--- config.mk ---
export PLATFORM = sky130hd
export DESIGN_NAME = pip_acc_flat
export DESIGN_NICKNAME = d
export VERILOG_FILES = /design/src/sv/pip_pkg.sv /design/src/sv/pip_if.sv /design/src/sv/pip_acc.sv /design/src/flat_wrapper.sv
export SDC_FILE = /design/constraint.sdc
export NUM_CORES = 1
export LEC_CHECK = 0
export ABC_CLOCK_PERIOD_IN_PS = 1500
export BUFFER_PORTS_ARGS = -buffer_cell sky130_fd_sc_hd__clkbuf_2
export CORE_AREA = 2 2 39 41
export DETAILED_ROUTE_END_ITERATION = 10
export DIE_AREA = 0 0 41 43
export GPL_TIMING_DRIVEN = 0
export PLACE_DENSITY = 0.39
export SETUP_SLACK_MARGIN = 0.1
export SYNTH_ARGS = -nofsm -noshare
export SYNTH_HDL_FRONTEND = slang
export SYNTH_SLANG_ARGS = --single-unit
--- constraint.sdc ---
create_clock -name clock -period 1.5 [get_ports clock]
set_input_delay 0.3 -clock clock [delete_from_list [all_inputs] [get_ports clock]]
set_output_delay 0.3 -clock clock [all_outputs]
set_load 0.05 [all_outputs]
--- src/sv/pip_pkg.sv ---
// Shared constants and types of the point-in-polygon tester.
package pip_pkg;

   localparam int unsigned COORD_BITS_DEFAULT = 16;

   // Outcome of one edge check, passed from an edge checker to the accumulator.
   typedef struct packed {
      logic on_edge;
      logic crossing;
   } edge_flags_type;

   // Control carried along the pipeline with each vertex beat.
   typedef struct packed {
      logic check_open;
      logic last;
   } stage_tag_type;

endpackage

--- src/sv/pip_if.sv ---


interface pip_rsp_if;
   logic valid;
   logic ready;
   logic is_inside;
   logic on_boundary;

   modport source (
      output valid, is_inside, on_boundary,
      input  ready
   );
   modport sink (
      input  valid, is_inside, on_boundary,
      output ready
   );
endinterface

--- src/sv/pip_acc.sv ---
// Crossing parity and boundary accumulator with the result register.
module pip_acc
   import pip_pkg::*;
(
   input  logic           clock,
   input  logic           reset,
   input  logic           retire,
   input  stage_tag_type  tag,
   input  edge_flags_type open_flags,
   input  edge_flags_type close_flags,
   pip_rsp_if.source      rsp_bus,
   output logic           slot_free
);

   logic parity_ff, parity_in;
   logic hit_ff, hit_in;
   logic rsp_valid_ff, rsp_valid_in;
   logic is_inside_ff, on_boundary_ff;
   logic parity_new, hit_new;

   assign slot_free = !rsp_valid_ff || rsp_bus.ready;

   // The open edge runs from the previous vertex, the closing edge back to the first.
   assign hit_new = hit_ff
                  || (tag.check_open && open_flags.on_edge)
                  || (tag.last && close_flags.on_edge);
   assign parity_new = parity_ff
                     ^ (tag.check_open && open_flags.crossing)
                     ^ (tag.last && close_flags.crossing);

   always_comb begin
      parity_in    = parity_ff;
      hit_in       = hit_ff;
      rsp_valid_in = rsp_valid_ff && !rsp_bus.ready;
      if (retire) begin
         if (tag.last) begin
            parity_in    = 1'b0;
            hit_in       = 1'b0;
            rsp_valid_in = 1'b1;
         end else begin
            parity_in = parity_new;
            hit_in    = hit_new;
         end
      end
   end

   always_ff @(posedge clock) begin
      if (reset) begin
         parity_ff    <= 1'b0;
         hit_ff       <= 1'b0;
         rsp_valid_ff <= 1'b0;
      end else begin
         parity_ff    <= parity_in;
         hit_ff       <= hit_in;
         rsp_valid_ff <= rsp_valid_in;
      end
   end

   always_ff @(posedge clock) begin
      if (retire && tag.last) begin
         is_inside_ff   <= parity_new || hit_new;
         on_boundary_ff <= hit_new;
      end
   end

   assign rsp_bus.valid       = rsp_valid_ff;
   assign rsp_bus.is_inside   = is_inside_ff;
   assign rsp_bus.on_boundary = on_boundary_ff;

`ifndef ASSERT_OFF
   a_no_overwrite: assert property (@(posedge clock) disable iff (reset)
      retire && tag.last |-> slot_free)
      else $error("result register overwritten while still held");
   a_result_shown: assert property (@(posedge clock) disable iff (reset)
      retire && tag.last |=> rsp_valid_ff)
      else $error("closing vertex retired without a result");
   a_state_cleared: assert property (@(posedge clock) disable iff (reset)
      retire && tag.last |=> !parity_ff && !hit_ff)
      else $error("polygon state not cleared after a result");
   a_boundary_inside: assert property (@(posedge clock) disable iff (reset)
      rsp_valid_ff |-> (is_inside_ff || !on_boundary_ff))
      else $error("boundary point reported outside");
`endif

endmodule

--- src/flat_wrapper.sv ---
// flat-port wrapper written by rule: the top's interface ports become plain ports
module pip_acc_flat import pip_pkg::*;
  (clock, reset, retire, tag, open_flags, close_flags, slot_free, rsp_bus_valid, rsp_bus_is_inside, rsp_bus_on_boundary, rsp_bus_ready);
  pip_rsp_if rsp_bus_i ();
  input  logic clock;
  input  logic reset;
  input  logic retire;
  input  stage_tag_type tag;
  input  edge_flags_type open_flags;
  input  edge_flags_type close_flags;
  output logic slot_free;
  output wire logic [$bits(rsp_bus_i.valid)-1:0] rsp_bus_valid;
  output wire logic [$bits(rsp_bus_i.is_inside)-1:0] rsp_bus_is_inside;
  output wire logic [$bits(rsp_bus_i.on_boundary)-1:0] rsp_bus_on_boundary;
  input wire logic [$bits(rsp_bus_i.ready)-1:0] rsp_bus_ready;
  assign rsp_bus_valid = rsp_bus_i.valid;
  assign rsp_bus_is_inside = rsp_bus_i.is_inside;
  assign rsp_bus_on_boundary = rsp_bus_i.on_boundary;
  assign rsp_bus_i.ready = rsp_bus_ready;
  pip_acc u_core (.clock(clock), .reset(reset), .retire(retire), .tag(tag), .open_flags(open_flags), .close_flags(close_flags), .rsp_bus(rsp_bus_i), .slot_free(slot_free));
endmodule
==> impl_results.md, run 1 <==
* DRT iter0 DRCs at 5
* Final setup viols at 0
* Placeable Area at 1380 µm²
* Clock slew at reported path FFs at approximately 0.04 ns
* Post-synthesis sequential area ratio at 51.9%
* Post-DP HPWL at 436 µm
* Drt pass-1 iters at 4
* Crit path buffers/inverters at 1
* Yosys cell types at 15
* Share of cells above drive strength 1 at between 40% and 50%
* Critical-path top delay cell: dfxtp_1
* Filler instances at 158
* Critical Path RT at 1.20 ns
* Worst vdd ir at 0.319 mV
* Unrepaired setup endpoints after global routing: false
* Clk sinks at 5
* Ports at 14
* Initial Util at between 10% and 20%
* Total track usage at ~9.0%
* Leakage at approximately 0.17 nW
* Simple-Gate Fraction of Synth Area at a little over a fifth
* IO Port Bufs at 13
* Total gr overflow at 0
* CTS resizes at 0
* Final wirelength at 529 µm
* CP Capture Type: output port
* Area delta synth->final at 48.1%
* Worst slew pin tran at 0.279 ns
* Antenna Cells at 0
* Mean post-synth cell area at ~9.6 µm²
* Relative slew slack at approximately four fifths
* Die height at roughly 43 µm
* XOR/XNOR share of the synthesized area at about a tenth
* Fin nets at between 50 and 60
* GPL Wtd Cong at 0.783
* Final worst-path cycle share at approximately 80%
* Status: completed
* Maximum clock frequency at 0.830 GHz
* Largest family of logic cells by synthesized area: simple AND/OR/NAND/NOR gates
* Vias in the first global route at approximately 240
* Minimum clock period at 1.20 ns
* Core Util, Final at 24.8%
* Final hold viol count at 0
* Synthesis Warnings at 0
* Clk_lat worst skew at 0.24 ns
* CTS H-tree lvls at 1
* Via count at around 240
* Multi-input combinational cell area at 104 µm²
* Final setup TNS at 0 ns
* TritonCTS Buffers at 3
* Max clock buf depth at 2
* Drt drc at 0
* Avg Vias per Cell at a little over 4
* Post-synthesis compound-gate area fraction at 13.5%
* FP Rows at 14
* Global-route wire length before repair at roughly 950 µm
* Non-filler cells, final at 57
* CTS tree: built
* Post-CTS Hold Buffers at 0
* Chip Width at roughly 40 µm
* Synthesized flop and latch total at 5
* Wire length per cell at ~9.3 µm
* Reg area at 120 µm²
* Worst path max stage delay at roughly 0.30 ns
* Crit path max fanout at 2
* Initial antenna violation count at 0
* Crit-path cells: nand2b_1 -> clkbuf_2
* Worst hold path type: in2reg
* Max-slew violations at 0
* Post-CTS setup buffers at 0
* WS Path Type: reg2out
* PD cells at approximately 1100 nW/µm²
* CTS root buffer: clkbuf_4
* Crit path DAT at roughly 0.9 ns
* DRT antenna net count at 0
* Startpoint Class: flop
* Placed cell count at 53
* Adder-cell share of the synthesized area at 0%
* Mapped Area at about 230 µm²
* Syn nets at 34
* Proportion of synthesized area in mux cells at 0%
* Largest net degree at the start of global routing at 6
* Fin Clk Skew at ~0.0013 ns
* Mapped Cells at 24
* Critical path's top delay family: flip-flops
* Max_cap viols at 0
* Die Area at approximately 1800 µm²
==> where the power goes <==
part | leakage (nW) | switching [mW] | internal [mW]
Combinational | 0.111 | 0.0396 | 0.0246
Clock | 0.0150 | 0.0498 | 0.100
Sequential | 0.0430 | 0.00258 | 0.150
Total | 0.169 | 0.0920 | 0.274
==> per-layer routing <==
layer | up-vias | routed length [µm] | track usage, %
li1 | 120 | - | -
met3 | 0 | 39 | 9.42
met4 | 0 | 0 | 6.00
met2 | 9 | 248 | 10.9
met1 | 106 | 241 | 8.74
met5 | - | 0 | 0
==> placed cells by master (no fill, tap or decap), types with 2 or more instances in the layout <==
cell type / netlist / final
a21oi_1: 4 / 4
dfxtp_1: 3 / 3
clkbuf_2: 0 / 13
nand3_1: 2 / 2
nand2_1: 3 / 3
edfxtp_1: 2 / 2
clkbuf_4: 0 / 3
==> cells in the mapped netlist <==
cell,n,area (µm²)
a21oi_1,4,20.0
a31oi_1,1,6.26
and2_1,1,6.26
dfxtp_1,3,60.1
edfxtp_1,2,60.1
inv_1,1,3.75
inv_2,1,3.75
nand2_1,3,11.3
nand2_2,1,6.26
nand2b_1,1,6.26
nand3_1,2,10.0
nor2_1,1,3.75
nor3_1,1,5.00
o21ai_1,1,5.00
xor3_1,1,23.8
==> cells by family (layout without fill, tap and decap cells) <==
| family | count (synthesis) | in the layout |
|---|---|---|
| buffers and inverters | 2 | 19 |
| AND/OR/NAND/NOR | 10 | 10 |
| XOR/XNOR | 1 | 1 |
| AO/OA/AOI/OAI | 6 | 6 |
| flip-flops | 5 | 5 |
==> path summary, 6_finish.rpt <==
path | from | end | slack (ns) | cells after the start
min | reset | u_core.parity_ff | 0.27 | 2
max | u_core.rsp_bus.valid | slot_free | 0.30 | 2
min reg2reg | u_core.rsp_bus.valid | u_core.rsp_bus.valid | 0.50 | 2
max reg2reg | u_core.parity_ff | u_core.rsp_bus.is_inside | 0.47 | 2
==> through the flow <==
| stage | hold slack [ns] | setup WS (ns) | area [µm²] | total power [mW] |
|---|---|---|---|---|
| 6_report | 0.266 | 0.296 | 343 | 0.366 |
| 5_1_grt | 0.260 | 0.232 | 343 | 0.402 |
| 4_1_cts | 0.258 | 0.281 | 343 | 0.376 |
| 3_5_place_dp | 0.496 | 0.369 | 317 | 0.219 |
| 3_3_place_gp | 0.486 | 0.377 | 317 | 0.218 |
| 2_1_floorplan | 0.369 | 0.147 | 231 | 0.194 |
==> layout make-up <==
type                            instances  share of cell area [%]
Sequential cell                         5                    35.0
Multi-Input combinational cell         17                    30.3
Timing Repair Buffer                   13                    19.0
Clock buffer                            4                    7.66
Tap cell                               16                    5.84
Inverter                                2                    2.19
==> flip-flops by register name, summed over array words and instances (netlist names) <==
signal and flops:
u_core.hit_ff 1, u_core.parity_ff 1, u_core.rsp_bus.is_inside 1, u_core.rsp_bus.on_boundary 1, u_core.rsp_bus.valid 1
Power figures use the tool's default switching activity.
==> run 2: changes to the inputs <==
--- a/config.mk
+++ b/config.mk
@@ -5,13 +5,13 @@
 export SDC_FILE = /design/constraint.sdc
 export NUM_CORES = 1
 export LEC_CHECK = 0
-export ABC_CLOCK_PERIOD_IN_PS = 1500
+export ABC_CLOCK_PERIOD_IN_PS = 1100
 export BUFFER_PORTS_ARGS = -buffer_cell sky130_fd_sc_hd__clkbuf_2
 export CORE_AREA = 2 2 39 41
 export DETAILED_ROUTE_END_ITERATION = 10
 export DIE_AREA = 0 0 41 43
 export GPL_TIMING_DRIVEN = 0
-export PLACE_DENSITY = 0.39
+export PLACE_DENSITY = 0.4
 export SETUP_SLACK_MARGIN = 0.1
 export SYNTH_ARGS = -nofsm -noshare
 export SYNTH_HDL_FRONTEND = slang
==> constraint.sdc (replaced) <==
create_clock -name clock -period 1.1 [get_ports clock]
set_input_delay 0.22 -clock clock [delete_from_list [all_inputs] [get_ports clock]]
set_output_delay 0.22 -clock clock [all_outputs]
set_load 0.05 [all_outputs]
==> run 2 against run 1 <==
  * Clock power up 37%
  * Flip-flop and latch count unchanged
  * Hold slack worse by 0.090 ns
  * Non-clock buffer count unchanged
  * Power up 40%
  * Global-route usage down 1.7 points
  * Combinational power up 53%
  * Sequential power up 38%
  * Worst setup slack worse by 0.20 ns
  * Largest cell class unchanged
==> impl_results.md, run 2 (synthesis gave the netlist of run 1 again) <==
* Status: completed
* Max clock buf depth at 2
* Die Area at roughly 1800 µm²
* Die height at between 40 and 50 µm
* Total track usage at under 10%
* M1 GR Usage at approximately 8.8%
* FF-to-FF End: u_core.rsp_bus.is_inside
* Global-route wire length before repair at roughly 830 µm
* Ports at 14
* Crit path DAT at 0.79 ns
* Commonest non-fill, non-tap cell in the layout: clkbuf_2
* FF-to-FF setup slack at between 0.2 and 0.3 ns
* Drt pass-1 iters at 1
* Relative slew slack at roughly nine tenths
* Gr busiest metal: met2
* CTS H-tree lvls at 1
* GPL Wtd Cong at 0.681
* Routing usage on met3 at approximately 4.7%
* Clk_lat worst skew at between 0.2 and 0.25 ns
* Worst hold path type: in2reg
* Fin nets at 52
* Most frequent cells in the layout: clkbuf_2, a21oi_1, nand2_1, clkbuf_4
* Critical Path RT at a little under 0.9 ns
* Post-CTS setup buffers at 0
* Max_cap viols at 0
* CTS root buffer: clkbuf_4
* Worst slew pin tran at approximately 0.16 ns
* Crit-path cells: clkbuf_8
* Crit path buffers/inverters at 1
* Placed cell count at 53
* Max-slew violations at 0
* IO Port Bufs at 13
* Maximum clock frequency at between 0.9 and 1 GHz
* Drt drc at 0
* HP Start: reset
* Final hold viol count at 0
* Final setup TNS at 0 ns
* Initial antenna violation count at 0
* Leakage at roughly 0.18 nW
* Crit path max fanout at 1
* Largest net degree at the start of global routing at 6
* Minimum clock period at roughly 1 ns
* Wire length per cell at ~8.4 µm
* Fin Clk Skew at between 0.0005 and 0.0006 ns
* Critical-path top delay cell: edfxtp_1
* Final worst-path cycle share at around nine tenths
* DRT antenna net count at 0
* Total gr overflow at 0
* Filler instances at 160
* Hold endpoint: u_core.rsp_bus.valid
* FP Rows at 14
* Antenna Cells at 0
* Vias in the first global route at 222
* Worst vdd ir at approximately 0.43 mV
* Final wirelength at between 400 and 500 µm
* Post-CTS Hold Buffers at 0
* Placeable Area at around 1400 µm²
* Via count at 227
* Hold path depth at 2
* Chip Width at just over 40 µm
* DRT iter0 DRCs at 0
* Final setup viols at 0
* CP Capture Type: output port
* Total Power at approximately 0.5 mW
* Share of cells above drive strength 1 at about half
* CTS tree: built
* Met2 Usage GRT at roughly a tenth
* Worst Hold Slack at 0.176 ns
* Initial Util at around 17%
* WS Path Type: reg2out
* PD cells at 1360 nW/µm²
* RR Startpoint: u_core.parity_ff
* Worst reg-to-reg path cell count at 2
* Critical path's top delay family: flip-flops
* Avg Vias per Cell at approximately 4.0
* Area delta synth->final at 63.2%
* Non-filler cells, final at between 50 and 60
* Worst path max stage delay at ~0.36 ns
* Startpoint Class: flop
* Clk sinks at 5
* Clock slew at reported path FFs at roughly 0.040 ns
* TritonCTS Buffers at 3
* Unrepaired setup endpoints after global routing: true
[run 2: per-layer routing]
| layer | wire (µm) | part of all wire [%] |
|---|---|---|
| met1 | 211 | 44 |
| met2 | 239 | 50 |
| met3 | 26 | 5.5 |
| met4 | 0 | 0 |
| met5 | 0 | 0 |
[run 2: worst max-delay path by stage]
stage	from	end	slack, ns	cells past startpoint
after CTS	u_core.rsp_bus.valid	slot_free	0.06	2
after global placement	tag[0]	u_core.rsp_bus.is_inside	0.05	4
after detailed placement	tag[0]	u_core.rsp_bus.is_inside	0.05	4
after global routing	u_core.rsp_bus.is_inside	rsp_bus_is_inside	0.05	1
after floorplan	u_core.rsp_bus.valid	u_core.rsp_bus.valid	0.11	2
final	u_core.rsp_bus.on_boundary	rsp_bus_on_boundary	0.09	1
[run 2: stage by stage]
step | cell area [µm²] | worst slack [ns] | utilization (%)
finish | 378 | 0.0942 | 27.3
global route | 378 | 0.0504 | 27.3
CTS | 377 | 0.0624 | 27.2
detailed placement | 320 | 0.0530 | 23.1
global placement | 320 | 0.0503 | 23.1
floorplan | 235 | 0.113 | -
[run 2: repair_timing]
item | in CTS | in global routing
endpoints found under the setup margin | 5 | 4
resized for setup | 8 | 2
pin swaps | 1 | 0
gates cloned | 0 | 0
[run 2: final cells by class]
class                      instances  area (µm²)  area share (%)
sequential                         5         123            32.5
inverter                           2        7.51            1.99
multi-input combinational         17         106            28.1
timing repair buffer              13        95.1            25.2
tap                               16        20.0            5.30
clock buffer                       4        26.3            6.95
[run 2: report_power, final]
part	internal (mW)	switching, mW
Clock	0.137	0.0686
Combinational	0.0448	0.0535
Sequential	0.205	0.00411
